`config.mk`:
```
export PLATFORM = sky130hd
export DESIGN_NAME = tone_sequence_player
export DESIGN_NICKNAME = d
export VERILOG_FILES = /design/src/hw/rtl/tsp_pkg.sv /design/src/hw/rtl/tone_sequence_player.sv
export VERILOG_INCLUDE_DIRS = /design/src /design/src/hw/rtl
export SDC_FILE = /design/constraint.sdc
export NUM_CORES = 1
export LEC_CHECK = 0
export BUFFER_PORTS_ARGS = -buffer_cell sky130_fd_sc_hd__buf_4
export CAP_MARGIN = 20
export CORE_UTILIZATION = 57
export DETAILED_ROUTE_END_ITERATION = 10
export GPL_TIMING_DRIVEN = 0
export HOLD_SLACK_MARGIN = 0.1
export PLACE_DENSITY = 0.81
export SETUP_SLACK_MARGIN = 0.1
export SLEW_MARGIN = 30
export SYNTH_ARGS = -nofsm -noshare
export SYNTH_HDL_FRONTEND = slang
export SYNTH_SLANG_ARGS = --single-unit
```
`constraint.sdc`:
```
create_clock -name clk -period 4.73 [get_ports clk]
set_input_delay 0.2365 -clock clk [delete_from_list [all_inputs] [get_ports clk]]
set_output_delay 0.2365 -clock clk [all_outputs]
set_load 0.005 [all_outputs]
```
`src/hw/rtl/tone_sequence_player_assert.svh`:
```
// assertion helpers for the tone sequence player
`ifndef TONE_SEQUENCE_PLAYER_ASSERT_SVH
`define TONE_SEQUENCE_PLAYER_ASSERT_SVH

// condition that must hold at every edge out of reset
`define TSP_ASSERT_ALWAYS(label, cond, msg) \
  label: assert property (@(posedge clk) disable iff (!rst_n) (cond)) else $error(msg);

// consequence that must hold in the cycle after the antecedent
`define TSP_ASSERT_NEXT(label, ante, cons, msg) \
  label: assert property (@(posedge clk) disable iff (!rst_n) (ante) |=> (cons)) \
    else $error(msg);

`endif

```
`src/hw/rtl/tsp_pkg.sv`:
```
`timescale 1ns / 1ps
`default_nettype none

package tsp_pkg;

  localparam int SOUND_SLOTS = 16;
  localparam int SLOT_W      = $clog2(SOUND_SLOTS);
  localparam int STEP_W      = SLOT_W + 1;
  localparam int WALK_LIMIT  = 4 * SOUND_SLOTS + 4;
  localparam int WALK_W      = $clog2(WALK_LIMIT + 1);

  localparam int OP_W     = 3;
  localparam int IDX_W    = 4;
  localparam int CMD_W    = 2;
  localparam int DUR_W    = 8;
  localparam int CNT_W    = 3;
  localparam int TGT_W    = 4;
  localparam int TPU_W    = 16;
  localparam int PROD_W   = DUR_W + TPU_W;

  typedef logic [SLOT_W-1:0] slot_idx_t;
  typedef logic [STEP_W-1:0] step_idx_t;
  typedef logic [WALK_W-1:0] walk_cnt_t;

  localparam slot_idx_t LAST_SLOT = slot_idx_t'(SOUND_SLOTS - 1);
  localparam step_idx_t STEP_END  = step_idx_t'(SOUND_SLOTS);
  localparam walk_cnt_t WALK_MAX  = walk_cnt_t'(WALK_LIMIT);

  localparam logic [TPU_W-1:0] TPU_RESET = TPU_W'(1600);

  localparam logic [OP_W-1:0] OP_LOAD        = 3'd0;
  localparam logic [OP_W-1:0] OP_START_ONCE  = 3'd1;
  localparam logic [OP_W-1:0] OP_START_ALARM = 3'd2;
  localparam logic [OP_W-1:0] OP_OFF         = 3'd3;
  localparam logic [OP_W-1:0] OP_TICK        = 3'd4;

  localparam logic [CMD_W-1:0] CMD_STOP   = 2'd0;
  localparam logic [CMD_W-1:0] CMD_PLAY   = 2'd1;
  localparam logic [CMD_W-1:0] CMD_PAUSE  = 2'd2;
  localparam logic [CMD_W-1:0] CMD_REPEAT = 2'd3;

  typedef struct packed {
    logic [CMD_W-1:0] cmd;
    logic [DUR_W-1:0] dur;
    logic [CNT_W-1:0] count;
    logic [TGT_W-1:0] target;
  } entry_t;

endpackage

`default_nettype wire

```
`src/hw/rtl/tone_sequence_player.sv`:
```
`timescale 1ns / 1ps
`default_nettype none
`include "tone_sequence_player_assert.svh"

// Buzzer sequence player. Every input item gives exactly one result item: the buzzer
// level, the playing flag and the alarm flag as they stand after the item. Load, off,
// unused codes and ticks that do not end a countdown complete in the idle state and their
// result appears in the cycle after they are taken. A start copies the source store into
// the working store, one source read and one working write per slot copied (the source
// store has a single registered read port), and then walks the working store, visiting
// each entry through a check state and an execute state, with one read of the working
// store and the single duration multiplier; a tick that ends a countdown walks the same
// way. An alarm that reaches its stop entry copies again within the same item. The worst
// item, an alarm that bounces between a repeat and a stop over a full store until the
// walk limit of 4 * SOUND_SLOTS + 4 entries, recopies the store each round. A new item
// is taken once the previous result is gone or being taken in the same cycle. The
// configuration write port is always ready.
module tone_sequence_player (
  input  wire logic                        clk,
  input  wire logic                        rst_n,
  input  wire logic                        cfg_valid,
  output logic                             cfg_ready,
  input  wire logic [tsp_pkg::TPU_W-1:0]   cfg_data,
  input  wire logic                        in_valid,
  output logic                             in_ready,
  input  wire logic [tsp_pkg::OP_W-1:0]    in_operation,
  input  wire logic [tsp_pkg::IDX_W-1:0]   in_entry_index,
  input  wire logic [tsp_pkg::CMD_W-1:0]   in_entry_command,
  input  wire logic [tsp_pkg::DUR_W-1:0]   in_entry_time,
  input  wire logic [tsp_pkg::CNT_W-1:0]   in_entry_count,
  input  wire logic [tsp_pkg::TGT_W-1:0]   in_entry_target,
  output logic                             out_valid,
  input  wire logic                        out_ready,
  output logic                             out_buzzer_on,
  output logic                             out_playing,
  output logic                             out_alarm_mode
);

  localparam logic [2:0] S_IDLE    = 3'd0;
  localparam logic [2:0] S_CP_RD   = 3'd1;
  localparam logic [2:0] S_CP_WR   = 3'd2;
  localparam logic [2:0] S_ADV_CHK = 3'd3;
  localparam logic [2:0] S_ADV_EX  = 3'd4;

  logic [2:0]                    state_r, state_nxt;
  tsp_pkg::slot_idx_t            cp_idx_r, cp_idx_nxt;
  tsp_pkg::walk_cnt_t            walk_r, walk_nxt;
  tsp_pkg::step_idx_t            step_r, step_nxt;
  logic                          alarm_r, alarm_nxt;
  logic                          drive_r, drive_nxt;
  logic                          running_r, running_nxt;
  logic [tsp_pkg::TPU_W-1:0]     ticks_r, ticks_nxt;
  logic [tsp_pkg::TPU_W-1:0]     tpu_r;
  logic                          out_valid_r, out_valid_nxt;
  logic                          src0_loaded_r, src0_loaded_nxt;

  tsp_pkg::entry_t               src_mem [tsp_pkg::SOUND_SLOTS];
  tsp_pkg::entry_t               wrk_mem [tsp_pkg::SOUND_SLOTS];
  tsp_pkg::entry_t               src_rd_r;
  tsp_pkg::entry_t               wrk_rd_r;

  logic                          in_fire;
  logic                          src_we;
  tsp_pkg::entry_t               src_wdata;
  tsp_pkg::slot_idx_t            src_waddr;
  logic                          wrk_we;
  tsp_pkg::entry_t               wrk_wdata;
  tsp_pkg::slot_idx_t            wrk_waddr;
  logic                          src_is_stop;
  logic [tsp_pkg::TPU_W-1:0]     prod;
  logic [tsp_pkg::TPU_W-1:0]     tick_dec;

  assign cfg_ready      = 1'b1;
  assign in_ready       = (state_r == S_IDLE) && (!out_valid_r || out_ready);
  assign in_fire        = in_valid && in_ready;
  assign out_valid      = out_valid_r;
  assign out_buzzer_on  = drive_r;
  assign out_playing    = running_r;
  assign out_alarm_mode = alarm_r;

  assign src_waddr = tsp_pkg::slot_idx_t'(in_entry_index);
  assign src_wdata = '{cmd: in_entry_command, dur: in_entry_time,
                       count: in_entry_count, target: in_entry_target};

  // slot 0 reads as stop until it has been loaded
  assign src_is_stop = (src_rd_r.cmd == tsp_pkg::CMD_STOP) ||
                       ((cp_idx_r == '0) && !src0_loaded_r);

  // countdown length kept to 16 bits
  assign prod     = tsp_pkg::TPU_W'(wrk_rd_r.dur) * tpu_r;
  assign tick_dec = (ticks_r != '0) ? ticks_r - 1'b1 : ticks_r;

  always_comb begin
    state_nxt       = state_r;
    cp_idx_nxt      = cp_idx_r;
    walk_nxt        = walk_r;
    step_nxt        = step_r;
    alarm_nxt       = alarm_r;
    drive_nxt       = drive_r;
    running_nxt     = running_r;
    ticks_nxt       = ticks_r;
    src0_loaded_nxt = src0_loaded_r;
    out_valid_nxt   = out_valid_r && !out_ready;
    src_we          = 1'b0;
    wrk_we          = 1'b0;
    wrk_wdata       = '0;
    wrk_waddr       = cp_idx_r;

    unique case (state_r)
      S_IDLE: begin
        if (in_fire) begin
          unique case (in_operation)
            tsp_pkg::OP_LOAD: begin
              if (32'(in_entry_index) < tsp_pkg::SOUND_SLOTS) begin
                src_we = 1'b1;
                if (src_waddr == '0) begin
                  src0_loaded_nxt = 1'b1;
                end
              end
              out_valid_nxt = 1'b1;
            end
            tsp_pkg::OP_START_ONCE, tsp_pkg::OP_START_ALARM: begin
              running_nxt = 1'b0;
              step_nxt    = '0;
              drive_nxt   = 1'b0;
              if (in_operation == tsp_pkg::OP_START_ALARM) begin
                alarm_nxt = 1'b1;
              end
              cp_idx_nxt = '0;
              walk_nxt   = '0;
              state_nxt  = S_CP_RD;
            end
            tsp_pkg::OP_OFF: begin
              alarm_nxt     = 1'b0;
              running_nxt   = 1'b0;
              step_nxt      = '0;
              drive_nxt     = 1'b0;
              out_valid_nxt = 1'b1;
            end
            tsp_pkg::OP_TICK: begin
              if (running_r) begin
                ticks_nxt = tick_dec;
                if (tick_dec == '0) begin
                  walk_nxt  = '0;
                  state_nxt = S_ADV_CHK;
                end else begin
                  out_valid_nxt = 1'b1;
                end
              end else begin
                out_valid_nxt = 1'b1;
              end
            end
            default: begin
              out_valid_nxt = 1'b1;
            end
          endcase
        end
      end
      S_CP_RD: begin
        state_nxt = S_CP_WR;
      end
      S_CP_WR: begin
        wrk_we = 1'b1;
        if (!src_is_stop && (cp_idx_r != tsp_pkg::LAST_SLOT)) begin
          wrk_wdata  = src_rd_r;
          cp_idx_nxt = cp_idx_r + 1'b1;
          state_nxt  = S_CP_RD;
        end else begin
          // terminating stop entry
          wrk_wdata = '0;
          state_nxt = S_ADV_CHK;
        end
      end
      S_ADV_CHK: begin
        if (walk_r >= tsp_pkg::WALK_MAX) begin
          alarm_nxt     = 1'b0;
          running_nxt   = 1'b0;
          step_nxt      = '0;
          drive_nxt     = 1'b0;
          out_valid_nxt = 1'b1;
          state_nxt     = S_IDLE;
        end else if (step_r >= tsp_pkg::STEP_END) begin
          running_nxt   = 1'b0;
          step_nxt      = '0;
          drive_nxt     = 1'b0;
          out_valid_nxt = 1'b1;
          state_nxt     = S_IDLE;
        end else begin
          walk_nxt  = walk_r + 1'b1;
          state_nxt = S_ADV_EX;
        end
      end
      S_ADV_EX: begin
        unique case (wrk_rd_r.cmd)
          tsp_pkg::CMD_PLAY, tsp_pkg::CMD_PAUSE: begin
            drive_nxt     = (wrk_rd_r.cmd == tsp_pkg::CMD_PLAY);
            ticks_nxt     = (prod == '0) ? tsp_pkg::TPU_W'(1) : prod;
            running_nxt   = 1'b1;
            step_nxt      = step_r + 1'b1;
            out_valid_nxt = 1'b1;
            state_nxt     = S_IDLE;
          end
          tsp_pkg::CMD_REPEAT: begin
            if (wrk_rd_r.count == '0) begin
              step_nxt = tsp_pkg::step_idx_t'(wrk_rd_r.target);
            end else if (wrk_rd_r.count == tsp_pkg::CNT_W'(1)) begin
              step_nxt = step_r + 1'b1;
            end else begin
              wrk_we          = 1'b1;
              wrk_waddr       = step_r[tsp_pkg::SLOT_W-1:0];
              wrk_wdata       = wrk_rd_r;
              wrk_wdata.count = wrk_rd_r.count - 1'b1;
              step_nxt        = tsp_pkg::step_idx_t'(wrk_rd_r.target);
            end
            state_nxt = S_ADV_CHK;
          end
          tsp_pkg::CMD_STOP: begin
            running_nxt = 1'b0;
            step_nxt    = '0;
            drive_nxt   = 1'b0;
            if (alarm_r) begin
              // alarm: reload from the source store and go round again
              cp_idx_nxt = '0;
              state_nxt  = S_CP_RD;
            end else begin
              out_valid_nxt = 1'b1;
              state_nxt     = S_IDLE;
            end
          end
        endcase
      end
      default: begin
        state_nxt = S_IDLE;
      end
    endcase
  end

  always_ff @(posedge clk) begin
    if (!rst_n) begin
      state_r       <= S_IDLE;
      cp_idx_r      <= '0;
      walk_r        <= '0;
      step_r        <= '0;
      alarm_r       <= 1'b0;
      drive_r       <= 1'b0;
      running_r     <= 1'b0;
      ticks_r       <= '0;
      tpu_r         <= tsp_pkg::TPU_RESET;
      out_valid_r   <= 1'b0;
      src0_loaded_r <= 1'b0;
    end else begin
      state_r       <= state_nxt;
      cp_idx_r      <= cp_idx_nxt;
      walk_r        <= walk_nxt;
      step_r        <= step_nxt;
      alarm_r       <= alarm_nxt;
      drive_r       <= drive_nxt;
      running_r     <= running_nxt;
      ticks_r       <= ticks_nxt;
      out_valid_r   <= out_valid_nxt;
      src0_loaded_r <= src0_loaded_nxt;
      if (cfg_valid && cfg_ready) begin
        tpu_r <= cfg_data;
      end
    end
  end

  always_ff @(posedge clk) begin
    if (src_we) begin
      src_mem[src_waddr] <= src_wdata;
    end
    src_rd_r <= src_mem[cp_idx_r];
  end

  always_ff @(posedge clk) begin
    if (wrk_we) begin
      wrk_mem[wrk_waddr] <= wrk_wdata;
    end
    wrk_rd_r <= wrk_mem[step_r[tsp_pkg::SLOT_W-1:0]];
  end

  `TSP_ASSERT_ALWAYS(a_busy_no_result, (state_r == S_IDLE) || !out_valid_r,
                     "sequencer busy while a result is still pending")
  `TSP_ASSERT_ALWAYS(a_idle_running_timer, (state_r != S_IDLE) || !running_r || (ticks_r != '0),
                     "running with an empty countdown")
  `TSP_ASSERT_ALWAYS(a_walk_bound, walk_r <= tsp_pkg::WALK_MAX,
                     "walk counter past its limit")
  `TSP_ASSERT_ALWAYS(a_step_bound, step_r <= tsp_pkg::STEP_END,
                     "step index past the store")
  `TSP_ASSERT_NEXT(a_load_result, in_fire && (in_operation == tsp_pkg::OP_LOAD),
                   out_valid_r && (state_r == S_IDLE), "load item gave no result")

endmodule

`default_nettype wire
```
# Yosys cells after proc, flatten, opt, wreduce, memory -nomap -nowiden
# Memories as Yosys holds them, arrays and structs flattened. A register that Yosys moved wholly into a read port is not among the register bits.
# Cells that the tools add are included.
[classes] add_sub_neg=5 mul=1 div=0 n_lt_le_gt_ge=2 eq_ne=32 shifts=0 mux=80 bitwise_logic=0 reduce_logical=36
[ops] op="$mux 16" count=6
[ops] op="$mux 17" count=4
[ops] op="$mux 4" count=9
[ops] op="$mux 7" count=5
[ops] op="$pmux 17 s2" count=1
[ops] op="$logic_not 16->1" count=2
[ops] op="$pmux 16 s2" count=1
[ops] op="$mux 5" count=6
[ops] op="$pmux 5 s3" count=2
[ops] op="$pmux 7 s2" count=2
[ops] op="$mux 1" count=24
[ops] op="$ne 2x2->1 const B" count=9
[ops] op="$mul 8x16->16" count=1
[ops] op="$reduce_bool 16->1" count=1
[ops] op="$sub 16x1->16 const B" count=1
[ops] op="$mux 3" count=5
[ops] op="$pmux 3 s5" count=1
[ops] op="$reduce_and 5->1" count=3
[ops] op="$pmux 1 s2" count=7
[ops] op="$eq 3x2->1 const B" count=4
[ops] op="$ne 3x3->1 const B" count=4
[ops] op="$pmux 4 s3" count=1
[ops] op="$reduce_and 4->1" count=3
[ops] op="$eq 3x1->1 const B" count=3
[ops] op="other kinds (29)" count=51
[totals] ff_bits=56 latch_bits=0 ram_bits=544 romBits=0 in_bits=45 elab_cells=169 memories=2
[memory_table] name="src_mem" words=16 width=17 read_ports=1 rd_clocked_by_memory_dff=1 wr=1 line="tone_sequence_player.sv:57" rtl="tsp_pkg::entry_t src_mem [tsp_pkg::SOUND_SLOTS];"
[memory_table] name="wrk_mem" words=16 width=17 read_ports=1 rd_clocked_by_memory_dff=1 wr=1 line="tone_sequence_player.sv:58" rtl="tsp_pkg::entry_t wrk_mem [tsp_pkg::SOUND_SLOTS];"

# Logic depth before layout (Yosys ltp)
[depth] word_depth=8 depth_mapped=19 ltp_nobuf=18

# Least setup slack after synthesis
# Ideal clock, no wire load.
[synth_path] kind="reg-to-reg" from="register wrk_rd_r[9] (netlist name)" to="register ticks_r[15] in the netlist's numbering" setup_ns=0.070 arrival_time_ns=4.378 required_time_ns=4.660 path_slack_ns=0.281 path_stages_with_launch=19 n_path_buf=1 period_less_slack_ns=4.449 cell_sequence="dfxtp_1 > clkbuf_1 > nand2_1 > fa_1 > fa_1 > inv_1 > fa_1 > inv_1 > fa_1 > inv_1 > ha_1 > o21a_1 > o31a_1 > nor3_1 > o31ai_1 > a31oi_1 > xnor2_1 > or2_2 > a21oi_1"
[synth_between] elab_chain_cells=5
[synth_rtl] item="$mul 8x16->16 *" line="tone_sequence_player.sv:90" rtl="assign prod = tsp_pkg::TPU_W'(wrk_rd_r.dur) * tpu_r;"
[synth_rtl] item="$logic_not 16->1" line="tone_sequence_player.sv:197" rtl="ticks_nxt = (prod == '0) ? tsp_pkg::TPU_W'(1) : prod;"
[synth_rtl] item="$mux 16 *" line="tone_sequence_player.sv:197"
[synth_rtl] item="$mux 16 *" line="tone_sequence_player.sv:194" rtl="unique case (wrk_rd_r.cmd)"
[synth_rtl] item="$pmux 16 s2 *" line="tone_sequence_player.sv:109" rtl="unique case (state_r)"
[synth_rtl] item="to (signal assigned)" line="tone_sequence_player.sv:259" rtl="ticks_r <= ticks_nxt;"
[synth_rtl] item="to (decl)" line="tone_sequence_player.sv:52" rtl="logic [tsp_pkg::TPU_W-1:0] ticks_r, ticks_nxt;"
# Mark *: on every way between the ends. The rest lies on a longest branch, timed or not. The select of a mux whose other input is x is not followed.
# A chain may end at the register's enable or synchronous reset.

# Final worst setup path
[layout_path] from="register wrk_rd_r[11] (netlist name)" to="register ticks_r[15] in the netlist's numbering"
[layout_between] elab_chain_cells=5
[layout_rtl] item="$mul 8x16->16 *" line="tone_sequence_player.sv:90"
[layout_rtl] item="$logic_not 16->1" line="tone_sequence_player.sv:197"
[layout_rtl] item="$mux 16 *" line="tone_sequence_player.sv:197"
[layout_rtl] item="$mux 16 *" line="tone_sequence_player.sv:194"
[layout_rtl] item="$pmux 16 s2 *" line="tone_sequence_player.sv:109"
# Marked as above.

==> out/results.txt <==
startpoint types - flop
Worst-Margin Slew - 999.9 ps
Starting Density - 57.72%
Post-Route WL - 68910 um
GRT met2 Usage - 49.44%
crit path capture type - flop
root buffer cell - clkbuf_16
Area Overhead vs Synth - 16.27%
ys async rst share - 0%
chip height - 221.9 um
CP Launch Point - wrk_rd_r[11]$_DFF_P_
min Tclk post-route - 4569 ps
LEAKAGE - 10.25 nW
Post-synth EDFFs - 544
first-pass GRT wire length - 103100 um
synthesized area per cell - 16.89 um^2
Compound-Gate Fraction of Synth Area - 3.936%
Total Die Area - 0.04923 mm^2
main combinational cell family by area after synthesis - multiplexers
Post-Syn Nets - 1775
met3 usage - 5.129%
Post-DP HPWL - 41770 um
Core Region - 0.04775 mm^2
Worst Hold Class - in -> reg
sequential power share - 52.0%
Adder-Cell Fraction of Synth Area - 6.084%
fillers - 2943
drt drc - 0
Hold Violations, Final - 0
Slew headroom - 33.03%
share of the synthesized area in the top cell type - 59.28%
area of the multi-input gates - 0.009121 mm^2
R2R Path Start - wrk_rd_r[11]$_DFF_P_
vias after detailed routing - 16050
Yosys reg bits - 634
top cells by count, synth - edfxtp_1, mux4_2, nor2_1, inv_1, dfxtp_1
clk sinks - 634
IO Pins - 51
Distinct cells, synth - 67
switch share - 21.36%
synthesized instance count - 1632
Top Usage Layer GRT - met2
nets@finish - 1965
GRT overflow - 0
initial DRC count - 1807
combinational power share - 5.1%
final cell count without fillers - 2490
CTS H-Tree Depth - 2
Primary FF master, synth - edfxtp_1
Max Fclk - 0.2189 GHz
Num CTS Buffers - 61
CP Data Required Time - 5300 ps
clock tree from TritonCTS - done
post-route ant nets - 0
# port buffers - 48
status - completed
hold wc startpoint - cfg_valid
met1 Use GR - 36.45%
clk_skew - 20.76 ps
P_sw - 0.002496 W
cell type with the largest total area after synthesis - edfxtp_1
register area share after synthesis - 65.81%
synthesized area - 0.02756 mm^2
max-cap viol count - 0
largest net degree at the start of global routing - 18
mux cell area share after synthesis - 14.55%
Die W - 221.9 um
RSZ-0062 raised after global routing - yes
vias in the first global route - 16660
Worst-path clk slew - 70 ps
Clk Latency, worst-skew pair - 640 ps
dpl cells - 2314
GPL Wtd Cong - 0.9037
most common cell in the netlist - edfxtp_1
Crit path arrival time - 5140 ps
synth warn - 0
layout cells sized above 1 - 23.80%
DRT Pass-1 Iters - 5
final setup fails - 0
PwrDens - 364.6 mW/mm^2
Slew Limit Fails - 0
Crit Path Max Fanout - 5
ranking of synthesized cells by area - edfxtp_1, mux4_2, dfxtp_1
Simple-Gate Fraction of Synth Area - 6.338%
Final Cycle Share - 96.60%
row count - 80
Synth Area in XOR/XNOR - 0.9216%
Setup Crit Path Kind - reg -> reg
Clock power frac - 43.0%
GRT Total Usage - 28.61%
Storage cell area - 0.01816 mm^2
WL per Instance - 27.67 um
antenna violations before repair - 1
detailed-route vias per instance - 6.445
final total power - 0.01168 W
Pint - 0.009186 W
clock tree buffer depth - 3
Max VDD drop - 0.3210 mV
worst max-delay path, cell delays in order, from the launching register on:
cell and delay [ps]:
dfxtp_4 390, buf_8 120, nand2_1 80, fa_1 510, fa_1 500, inv_1 60
fa_1 470, inv_1 50, fa_1 490, inv_1 70, ha_4 280, o21a_1 120
o31a_1 230, nor3_2 60, o31ai_2 340, a31oi_1 180, xnor2_1 170, or2_2 290
a21oi_1 120
sequential cells by signal (all words and copies together) (netlist names):
register,flops
wrk_rd_r,17
out_playing,1
out_valid,1
tpu_r,16
state_r,3
wrk_mem,272
src0_loaded_r,1
src_rd_r,17
out_buzzer_on,1
src_mem,272
out_alarm_mode,1
walk_r,7
step_r,5
ticks_r,16
cp_idx_r,4
path summary, 6_finish.rpt:
path / endpoint / slack (ps) / depth (start not counted)
min reg2reg: walk_r[6]$_SDFFE_PN0P_ / 470 / 2
max reg2reg: ticks_r[15]$_SDFFE_PN0P_ / 160 / 18
min: tpu_r[14]$_SDFFE_PN0P_ / 130 / 3
max: ticks_r[15]$_SDFFE_PN0P_ / 160 / 18
per-stage QoR:
| step | setup TNS [ps] | instance area (um^2) | utilization [%] | hold WS (ps) | setup slack, ps |
|---|---|---|---|---|---|
| floorplan | 0 | 27560 | - | 335.4 | 281.4 |
| global placement | -22680 | 28690 | 60.09 | 447.8 | -452.3 |
| detailed placement | -2243 | 29200 | 61.15 | 460.0 | -505.2 |
| CTS | 0 | 31790 | 66.58 | 100.5 | 86.79 |
| global route | -9.665 | 32040 | 67.11 | 150.1 | -9.665 |
| finish | 0 | 32040 | 67.11 | 126.4 | 160.8 |
per-layer routing:
metal	part of all wire, %	up-vias	routed length, um
li1	-	6683	-
met1	37	8239	25160
met2	51	959	35360
met3	8.6	167	5936
met4	3.6	0	2456
met5	0	-	0
final cells by class:
| class | count | area share [%] |
|---|---|---|
| antenna | 1 | 0.007809 |
| buffer | 76 | 1.195 |
| clock buffer | 80 | 5.111 |
| clock inverter | 35 | 1.304 |
| inverter | 93 | 1.089 |
| multi-input combinational | 829 | 28.47 |
| sequential | 634 | 56.68 |
| tap | 615 | 2.401 |
| timing repair buffer | 127 | 3.745 |
placed cells by master, fill, tap and decap left out, types with 8 or more instances in the layout:
cell type      count
edfxtp_1         544
mux4_2           170
inv_1             91
and2_1            81
dfxtp_1           78
nand2_1           72
buf_4             70
nor2_1            68
clkbuf_16         62
clkbuf_1          61
fa_1              57
dlygate4sd3_1     43
a21oi_1           39
ha_1              35
o21ai_0           30
nor2_4            28
nor3_1            20
xnor2_1           19
mux2i_1           17
nand3_1           15
a22o_1            13
buf_6             11
xor2_1            10
nor4_1             9
clkbuf_2           8
bufinv_16          8
clkinv_2           8
clkinv_1           8
dfxtp_2            8
cells by family after synthesis:
logic type	after synthesis
xor gates and xnor gates	29
adders and majority gates	98
and+or+nand+nor	349
other	1
AOI/OAI and AO/OA	164
buffers and inverters	169
muxes	188
DFF	634
power groups by stage:
stage	Clock [W]	Combinational, W	Sequential [W]
floorplan	0	0.000332	0.00618
CTS	0.00504	0.000572	0.00607
global route	0.00524	0.000658	0.00607
global placement	0	0.000498	0.00619
detailed placement	0	0.000519	0.00619
finish	0.00502	0.000592	0.00607
timing repair:
action,CTS,global route
setup endpoints to repair,8,163
gates cloned,0,1
hold buffers,43,0
buffers inserted,1,12
pin swaps,10,22
hold endpoints to repair,313,0
resized for setup,32,45
(Power assumes the default switching activity.)
